<file path="src/rtl/core/i2cbe_pkg.sv">
// Shared types, command codes and phase tables for the I2C master bit engine.
// No dependencies; every other file in rtl/core imports this package.
package i2cbe_pkg;

	typedef enum logic [2:0] {
		OP_TICK  = 3'd0,
		OP_START = 3'd1,
		OP_STOP  = 3'd2,
		OP_SEND  = 3'd3,
		OP_RECV  = 3'd4,
		OP_SACK  = 3'd5,
		OP_RACK  = 3'd6
	} op_t;

	localparam logic [7:0] MSB_MASK = 8'h80;
	localparam int PHASE_W = 6;

	typedef struct packed {
		logic [2:0] opcode;
		logic [7:0] tx_byte;
		logic       ack_value;
		logic       sda_level;
	} item_t;

	typedef struct packed {
		logic [2:0]         cmd;
		logic [PHASE_W-1:0] phase;
		logic [7:0]         shift;
		logic [7:0]         rx;
		logic               ack;
		logic               scl;
		logic               sda;
	} eng_state_t;

	typedef struct packed {
		logic       scl_drive;
		logic       sda_drive;
		logic       busy_res;
		logic       done_res;
		logic [7:0] rx_byte;
		logic       ack_seen;
		logic       rejected;
	} result_t;

	function automatic logic [PHASE_W-1:0] seq_length(input logic [2:0] cmd);
		logic [PHASE_W-1:0] len;
		unique case (cmd)
			OP_START: len = PHASE_W'(4);
			OP_STOP:  len = PHASE_W'(3);
			OP_SEND:  len = PHASE_W'(24);
			OP_RECV:  len = PHASE_W'(32);
			OP_SACK:  len = PHASE_W'(3);
			OP_RACK:  len = PHASE_W'(4);
			default:  len = '0;
		endcase
		return len;
	endfunction

endpackage

</file>
<file path="src/rtl/core/i2c_master_bit_engine_core.sv">
// Top level of the I2C master bit engine: input register, engine state, result register.
// Depends on i2cbe_pkg and i2cbe_step.
//
// Each command word (tick, start, stop, send byte, receive byte, send ack, receive ack)
// yields exactly one result word with the open-drain SCL/SDA drive levels, busy and done
// flags, the last received byte, the last sampled ack and a rejected flag. One word is
// taken every clock cycle while cmd_stall is low; the input register loads on the taking
// edge and the result register loads from it when the result side is not stalled. A stall
// on the result side holds the result register and, while the input register holds a
// word, raises cmd_stall so that the input register holds too.
module i2c_master_bit_engine_core import i2cbe_pkg::*; (
	input  logic       clk,
	input  logic       arst_n,
	input  logic       cmd_valid,
	output logic       cmd_stall,
	input  logic [2:0] opcode,
	input  logic [7:0] tx_byte,
	input  logic       ack_value,
	input  logic       sda_level,
	output logic       res_valid,
	input  logic       res_stall,
	output logic       scl_drive,
	output logic       sda_drive,
	output logic       busy_res,
	output logic       done_res,
	output logic [7:0] rx_byte,
	output logic       ack_seen,
	output logic       rejected
);

	logic       valid_s1;
	item_t      item_s1;
	eng_state_t state_q;
	eng_state_t state_nxt;
	result_t    res_nxt;
	result_t    res_q;
	logic       res_valid_q;
	logic       advance;
	logic       accept;

	assign advance   = valid_s1 && (!res_valid_q || !res_stall);
	assign cmd_stall = valid_s1 && !advance;
	assign accept    = cmd_valid && !cmd_stall;

	i2cbe_step u_step (
		.item (item_s1),
		.cur  (state_q),
		.nxt  (state_nxt),
		.res  (res_nxt)
	);

	always_ff @(posedge clk or negedge arst_n) begin
		if (!arst_n) begin
			valid_s1 <= 1'b0;
		end else if (accept) begin
			valid_s1 <= 1'b1;
		end else if (advance) begin
			valid_s1 <= 1'b0;
		end
	end

	always_ff @(posedge clk) begin
		if (accept) begin
			item_s1 <= '{opcode: opcode, tx_byte: tx_byte,
				ack_value: ack_value, sda_level: sda_level};
		end
	end

	always_ff @(posedge clk or negedge arst_n) begin
		if (!arst_n) begin
			state_q <= '{cmd: OP_TICK, phase: '0, shift: 8'h00, rx: 8'h00,
				ack: 1'b1, scl: 1'b1, sda: 1'b1};
		end else if (advance) begin
			state_q <= state_nxt;
		end
	end

	always_ff @(posedge clk or negedge arst_n) begin
		if (!arst_n) begin
			res_valid_q <= 1'b0;
		end else if (advance) begin
			res_valid_q <= 1'b1;
		end else if (!res_stall) begin
			res_valid_q <= 1'b0;
		end
	end

	always_ff @(posedge clk) begin
		if (advance) begin
			res_q <= res_nxt;
		end
	end

	assign res_valid = res_valid_q;
	assign scl_drive = res_q.scl_drive;
	assign sda_drive = res_q.sda_drive;
	assign busy_res  = res_q.busy_res;
	assign done_res  = res_q.done_res;
	assign rx_byte   = res_q.rx_byte;
	assign ack_seen  = res_q.ack_seen;
	assign rejected  = res_q.rejected;

	a_done_idle: assert property (@(posedge clk) disable iff (!arst_n)
		res_valid_q && res_q.done_res |-> !res_q.busy_res)
		else $error("done reported while still busy");

	a_reject_busy: assert property (@(posedge clk) disable iff (!arst_n)
		res_valid_q && res_q.rejected |-> res_q.busy_res)
		else $error("command rejected while idle");

	a_idle_phase: assert property (@(posedge clk) disable iff (!arst_n)
		state_q.cmd == OP_TICK |-> state_q.phase == '0)
		else $error("phase count not cleared while idle");

	a_phase_range: assert property (@(posedge clk) disable iff (!arst_n)
		state_q.cmd != OP_TICK |-> state_q.phase < seq_length(state_q.cmd))
		else $error("phase count beyond command length");

	a_busy_track: assert property (@(posedge clk) disable iff (!arst_n)
		advance |=> res_q.busy_res == (state_q.cmd != OP_TICK))
		else $error("busy flag disagrees with engine state");

endmodule

</file>
<file path="src/rtl/core/i2cbe_step.sv">
// Next-state and result logic for one command word of the I2C bit engine.
// Depends on i2cbe_pkg; purely combinational, registered by the top level.
module i2cbe_step import i2cbe_pkg::*; (
	input  item_t      item,
	input  eng_state_t cur,
	output eng_state_t nxt,
	output result_t    res
);

	logic [12:0]        prod3;
	logic [4:0]         div3;
	logic [PHASE_W-1:0] sub3_full;
	logic [1:0]         sub3;
	logic [2:0]         idx3;
	logic [1:0]         sub4;
	logic [2:0]         idx4;
	logic [PHASE_W-1:0] len;
	logic [PHASE_W-1:0] ph_inc;
	logic               done;
	logic               rej;

	assign prod3     = {7'd0, cur.phase} * 13'd43;
	assign div3      = prod3[11:7];
	assign sub3_full = cur.phase - PHASE_W'({div3, 1'b0}) - PHASE_W'(div3);
	assign sub3      = sub3_full[1:0];
	assign idx3      = div3[2:0];
	assign sub4      = cur.phase[1:0];
	assign idx4      = cur.phase[4:2];
	assign len       = seq_length(cur.cmd);
	assign ph_inc    = cur.phase + PHASE_W'(1);

	always_comb begin
		nxt  = cur;
		done = 1'b0;
		rej  = 1'b0;
		if (item.opcode == OP_TICK) begin
			if (cur.cmd != OP_TICK) begin
				if (cur.phase < len) begin
					unique case (cur.cmd)
						OP_START: begin
							unique case (cur.phase[1:0])
								2'd0: nxt.sda = 1'b1;
								2'd1: nxt.scl = 1'b1;
								2'd2: nxt.sda = 1'b0;
								default: nxt.scl = 1'b0;
							endcase
						end
						OP_STOP: begin
							priority if (cur.phase == '0) nxt.sda = 1'b0;
							else if (cur.phase == PHASE_W'(1)) nxt.scl = 1'b1;
							else nxt.sda = 1'b1;
						end
						OP_SEND, OP_SACK: begin
							priority if (sub3 == 2'd0) nxt.sda = cur.shift[3'd7 - idx3];
							else if (sub3 == 2'd1) nxt.scl = 1'b1;
							else nxt.scl = 1'b0;
						end
						OP_RECV, OP_RACK: begin
							unique case (sub4)
								2'd0: nxt.sda = 1'b1;
								2'd1: nxt.scl = 1'b1;
								2'd2: begin
									if (cur.cmd == OP_RECV) begin
										if (item.sda_level)
											nxt.shift = cur.shift | (MSB_MASK >> idx4);
									end else begin
										nxt.ack = item.sda_level;
									end
								end
								default: nxt.scl = 1'b0;
							endcase
						end
						default: ;
					endcase
				end
				if (ph_inc >= len) begin
					if (cur.cmd == OP_RECV)
						nxt.rx = nxt.shift;
					nxt.cmd   = OP_TICK;
					nxt.phase = '0;
					done      = 1'b1;
				end else begin
					nxt.phase = ph_inc;
				end
			end
		end else if (item.opcode <= OP_RACK) begin
			if (cur.cmd != OP_TICK) begin
				rej = 1'b1;
			end else begin
				nxt.cmd   = item.opcode;
				nxt.phase = '0;
				priority if (item.opcode == OP_SEND) nxt.shift = item.tx_byte;
				else if (item.opcode == OP_SACK) nxt.shift = item.ack_value ? MSB_MASK : 8'h00;
				else nxt.shift = 8'h00;
			end
		end
	end

	always_comb begin
		res.scl_drive = nxt.scl;
		res.sda_drive = nxt.sda;
		res.busy_res  = (nxt.cmd != OP_TICK);
		res.done_res  = done;
		res.rx_byte   = nxt.rx;
		res.ack_seen  = nxt.ack;
		res.rejected  = rej;
	end

endmodule

</file>
<file path="config.mk">
export PLATFORM = sky130hd
export DESIGN_NAME = i2c_master_bit_engine_core
export DESIGN_NICKNAME = d
export VERILOG_FILES = /design/src/rtl/core/i2cbe_pkg.sv /design/src/rtl/core/i2c_master_bit_engine_core.sv /design/src/rtl/core/i2cbe_step.sv
export SDC_FILE = /design/constraint.sdc
export NUM_CORES = 1
export LEC_CHECK = 0
export ABC_AREA = 0
export BUFFER_PORTS_ARGS = -buffer_cell sky130_fd_sc_hd__buf_2
export CELL_PAD_IN_SITES_DETAIL_PLACEMENT = 1
export CELL_PAD_IN_SITES_GLOBAL_PLACEMENT = 2
export CORE_UTILIZATION = 43
export CTS_BUF_LIST = sky130_fd_sc_hd__clkbuf_8
export CTS_CLUSTER_DIAMETER = 120
export CTS_CLUSTER_SIZE = 40
export DETAILED_ROUTE_END_ITERATION = 10
export PLACE_DENSITY_LB_ADDON = 0.1
export SKIP_CTS_REPAIR_TIMING = 1
export SLEW_MARGIN = 40
export SYNTH_ARGS = -nofsm -noshare
export SYNTH_HDL_FRONTEND = slang
export SYNTH_SLANG_ARGS = --single-unit
export TNS_END_PERCENT = 20
</file>
<file path="constraint.sdc">
create_clock -name clk -period 13.09 [get_ports clk]
set_input_delay 0.6545 -clock clk [delete_from_list [all_inputs] [get_ports clk]]
set_output_delay 0.6545 -clock clk [all_outputs]
set_load 0.01 [all_outputs]
</file>
## Word level (Yosys, flattened, before mapping)

Index checks and enable logic that the tools add are counted.

| storage, ports and cells | value |
|---|---|
| input bits | 17 |
| output and inout port bits | 16 |
| logic and storage cells | 112 |
| bits in registers | 57 |

| cells by class | value |
|---|---|
| eq/ne operators | 15 |
| bitwise operators | 2 |
| $lt $le $gt $ge | 4 |
| shift-type cells | 1 |
| reduce and logical (&&, ||, !) cells | 24 |
| $add $sub $neg | 4 |
| multiply operators | 1 |
| muxes and demuxes | 41 |

Operators by type and width:

| operator | count |
|---|---|
| 8-bit two-way mux | 10 |
| 17-bit two-way mux | 3 |
| 28-bit two-way mux | 1 |
| 6-bit case mux with 4 select lines | 1 |
| 1-bit two-way mux | 18 |
| 3-bit == test (second input constant) | 4 |
| 2-bit OR reduction | 6 |
| 11-bit two-way mux | 1 |
| 6-bit by 6-bit multiplier with 10-bit output (second input constant) | 1 |
| 3-bit by 2-bit == test with 1-bit output (second input constant) | 3 |
| 8-bit OR | 1 |
| 2-bit case mux with 4 select lines | 1 |
| 8-bit by 3-bit right shift with 8-bit output (first input constant) | 1 |
| 6-bit by 1-bit adder with 6-bit output (second input constant) | 1 |
| 6-bit by 1-bit == test with 1-bit output (second input constant) | 1 |
| 6-bit greater-or-equal comparator | 1 |
| 6-bit logical NOT | 1 |
| 6-bit less-than comparator | 1 |
| 3-bit two-way mux | 2 |
| 6-bit two-way mux | 1 |
| 3-bit nonzero test | 2 |
| 2-bit by 1-bit == test with 1-bit output (second input constant) | 2 |
| 1-bit logical NOT | 4 |
| 2-bit logical NOT | 2 |
| 17 further kinds | 23 |

## Logic depth before layout (Yosys ltp)

| depth | value |
|---|---|
| depth in word-level cells | 12 |
| gate-level depth with buffers | 20 |
| depth with buffers taken out | 20 |

## By module

A second synthesis with hierarchy kept.

| second synthesis, totals | value |
|---|---|
| cell total of the unflattened synthesis | 390 |
| area total of the unflattened synthesis | 4154.0 µm² |

By module, submodules not included:

| module | instances | area an instance (µm²) | seq. area each (µm²) | cells an instance |
|---|---|---|---|---|
| i2cbe_step | 1 | 2160.8 | 0.0 | 296 |
| i2c_master_bit_engine_core | 1 | 1993.2 | 1565.3 | 94 |

## Worst setup path before layout

OpenSTA, ideal clock, no wires.

| path | value |
|---|---|
| path type | flip-flop to flip-flop |
| from | register state_q[20] (netlist name) |
| to | register res_q, in the netlist scl_drive (data pin) |
| data required time | 12.830 ns |
| cell stages (with the launch flop) | 20 |
| path slack | 8.656 ns |
| period minus slack after synthesis | 4.434 ns |
| path buffers | 0 |
| data arrival time | 4.174 ns |
| setup time | 0.260 ns |
| cell sequence | dfrtp_1 > ha_1 > inv_1 > fa_1 > inv_1 > fa_1 > ha_1 > nor3_1 > a211oi_4 > xnor2_1 > ha_1 > inv_1 > ha_1 > nor2_1 > xnor2_1 > xnor2_2 > nor2_1 > o21ai_0 > nand3_1 > mux2_2 |

RTL lines:

| item | line | source |
|---|---|---|
| start, declared | i2c_master_bit_engine_core.sv:33 | `eng_state_t state_q;` |
| start signal, assigned | i2c_master_bit_engine_core.sv:71 | `state_q <= '{cmd: OP_TICK, phase: '0, shift: 8'h00, rx: 8'h00,` |
| start signal, assigned | i2c_master_bit_engine_core.sv:74 | `state_q <= state_nxt;` |
| end signal, assigned | i2c_master_bit_engine_core.sv:90 | `res_q <= res_nxt;` |
| end, declared | i2c_master_bit_engine_core.sv:36 | `result_t res_q;` |

==> qor.yml <==
grt:
  antenna_found_initial: 0
  grt-ovfl-total: 0
  grt_max_degree: 31
  use_met1_pct: 28.7
  grt_pass1_wl_um: 15600
  grt_use_met3_pct: 4.07
  grt_pass1_vias: 3116
  top_usage_layer: "met2"
  use_met2_pct: 38.6
  grt_use_total_pct: 22.5
sta:
  finalSetupTns_ns: 0
  finClkSkew_ns: 0.00847
  finalHoldViolCount: 0
  max-slew-margin-rel_pct: 51.8
  worst_pin_slew_ns: 0.721
  fmax_mhz: 203
  period_share_pct: 37.6
  fin_crit_ns: 4.93
  setup_violations: 0
  rsz0062_at_grt: "false"
  setup_ws_ns: 8.16
  slew_viol_final: 0
synth:
  yosysWarningCount: 0
  synth_top_cell_by_area: "edfxtp_1"
  synth_edf_count: 27
  synth.avg_cell_area_um2: 10.0
  netlist_area_um2: 3840
  synth_seq_cells: 57
  synth_cell_types: 53
  async_flop_share_pct: 52.6
  ys_top_cells_by_area: "edfxtp_1 21%, dfrtp_1 18%, ha_1 16%"
  syn_inst: 383
  ys_seq_area_share_pct: 40.8
  synth_ff_type: "edfxtp_1"
  synth_nets: 452
  synth_top_area_share_pct: 21.1
clock_network:
  h-tree-depth: 3
  cts_tree: "yes"
  cts_inserted_buffers: 9
  cts.sink_count: 57
  clk_pin_slew_worst_paths_ns: 0.07
  clockBufferDepth: 2
  clk_latency_ns: 0.33
  root_buffer: "clkbuf_8"
final_layout:
  fin_util_pct: 49.8
  top_register: "state_q"
  largest_reg_flops: 28
  diodes: 0
  fin_nets: 483
  ff_latch_area_um2: 1570
  multi_input_area_um2: 2110
  fill_cells: 989
  area_growth_pct: 12.4
  drive_gt1_share_pct: 16.5
worst_setup_path:
  worstSetupEndpointType: "flip-flop"
  worst_ep_arrival_time_ns: 5.02
  path_max_fanout: 13
  critPathKind: "flip-flop to flip-flop"
  worstPathRequired_ns: 13.18
  start_kind: "flip-flop"
outcome:
  outcome: "completed"
die:
  start_util_pct: 44.2
  dieWidth_um: 96.5
  die_area_um2: 9310
  coreArea_um2: 8680
  ios: 33
  die_h_um: 96.5
  fp-row-count: 34
route:
  drt-initial-drc-count: 164
  vias: 2953
  avgRoutedWirePerCell_um: 18.0
  viasPerCell: 5.60
  drc: 0
  dr.pass1.iters: 4
  ant_nets: 0
  wirelength_um: 9470
placed_design:
  routabilityCongestion: 0.840
  post-dp-hpwl_um: 7230
  numPortBuffers: 32
  dp_slack_ns: 8.15
pwr:
  ir_worst_vdd_v: 0.0000971
  power_density_nw_per_um2: 143
  leakage_nw: 1.95
worst_hold_path:
  hp-class: "input port to asynchronous set/reset pin"
run:
  maxCapViolCount: 0
==> layer usage <==
| metal | share of wire, % | up-vias |
|---|---|---|
| li1 | - | 1435 |
| met1 | 47 | 1459 |
| met2 | 49 | 43 |
| met3 | 2.8 | 16 |
| met4 | 1.6 | 0 |
| met5 | 0 | - |
==> placed cells by master (no fill, tap or decap), types with 3 or more instances in the layout <==
cell,count
dfstp_2,3
xnor2_1,9
and2_1,3
mux2i_1,7
xor2_1,6
nor2b_1,6
o21ai_0,9
fa_1,4
o22ai_1,5
nor2_1,32
buf_2,31
o221ai_1,5
mux2_2,4
a21oi_1,39
nand2b_1,5
o21a_1,4
ha_1,48
buf_4,5
dfrtp_1,27
nand3_1,9
a221oi_1,3
nor3_1,10
clkbuf_8,9
inv_1,27
edfxtp_1,27
a221o_1,4
a22o_1,6
nand2_1,34
==> stage by stage <==
stage / power (mW) / hold WS [ns] / cell area (µm²) / instances
after detailed placement: 0.439 / 0.450 / 4100 / 511
final: 0.616 / 0.256 / 4320 / 527
after global placement: 0.431 / 0.446 / 4100 / 511
after floorplan: 0.378 / 0.359 / 3840 / 383
after CTS: 0.623 / 0.398 / 4320 / 527
after global routing: 0.658 / 0.276 / 4320 / 527
==> cell usage after synthesis (all sizes together) (5+ instances only) <==
| cell | count |
|---|---|
| a21oi | 39 |
| a221oi | 5 |
| a22o | 6 |
| buf | 5 |
| clkbuf | 11 |
| dfrtp | 27 |
| edfxtp | 27 |
| ha | 48 |
| inv | 27 |
| mux2 | 5 |
| mux2i | 7 |
| nand2 | 34 |
| nand2b | 5 |
| nand3 | 9 |
| nor2 | 33 |
| nor2b | 6 |
| nor3 | 11 |
| o21ai | 10 |
| o221ai | 5 |
| o22ai | 5 |
| xnor2 | 10 |
| xor2 | 6 |
==> worst max-delay path, cell delays in order (launching register included) <==
cell and delay (ns):
dfrtp_1 0.55, ha_1 0.37, inv_1 0.05, fa_1 0.50, inv_1 0.05, fa_1 0.53, ha_1 0.19, nor3_1 0.10
a211oi_4 0.55, xnor2_1 0.22, ha_1 0.35, inv_1 0.05, ha_1 0.16, nor2_1 0.13, xnor2_1 0.18, xnor2_2 0.17
nor2_1 0.07, o21ai_0 0.08, nand3_1 0.11, mux2_2 0.27
==> cell type report <==
type	count	area share [%]
clock buffers	9	2.87
repair buffers	36	4.46
clock inverters	7	2.17
well taps	108	3.13
flip-flops and latches	57	36.3
inverters	27	2.35
multi-input cells	283	48.8
==> worst paths after layout <==
| path | from | to | slack [ns] | cells after the start |
|---|---|---|---|---|
| min reg2reg | state_q[2] | state_q[2] | 0.49 | 2 |
| min in group clk | state_q[2] | state_q[2] | 0.49 | 2 |
| max reg2reg | state_q[20] | scl_drive | 8.16 | 19 |
| max in group asynchronous | arst_n | state_q[1] | 12.49 | 1 |
| max | state_q[20] | scl_drive | 8.16 | 19 |
| min | arst_n | state_q[9] | 0.26 | 1 |
==> kinds of logic after synthesis <==
logic type | count (synthesis) | synth area share, %
buffers and inverters | 43 | 4.40
flip-flops | 57 | 40.8
AND/OR/NAND/NOR | 110 | 13.4
adder cells (fa/ha/maj) | 52 | 17.7
multiplexers | 12 | 3.39
AO/OA/AOI/OAI | 93 | 16.5
XOR/XNOR | 16 | 3.85
==> report_power, final <==
group	switching (mW)	internal, mW	total [mW]
Combinational	0.116	0.0784	0.195
Clock	0.0751	0.107	0.182
Sequential	0.0250	0.214	0.239
Total	0.216	0.399	0.616
No activity file was read; power rests on OpenSTA's default activity.
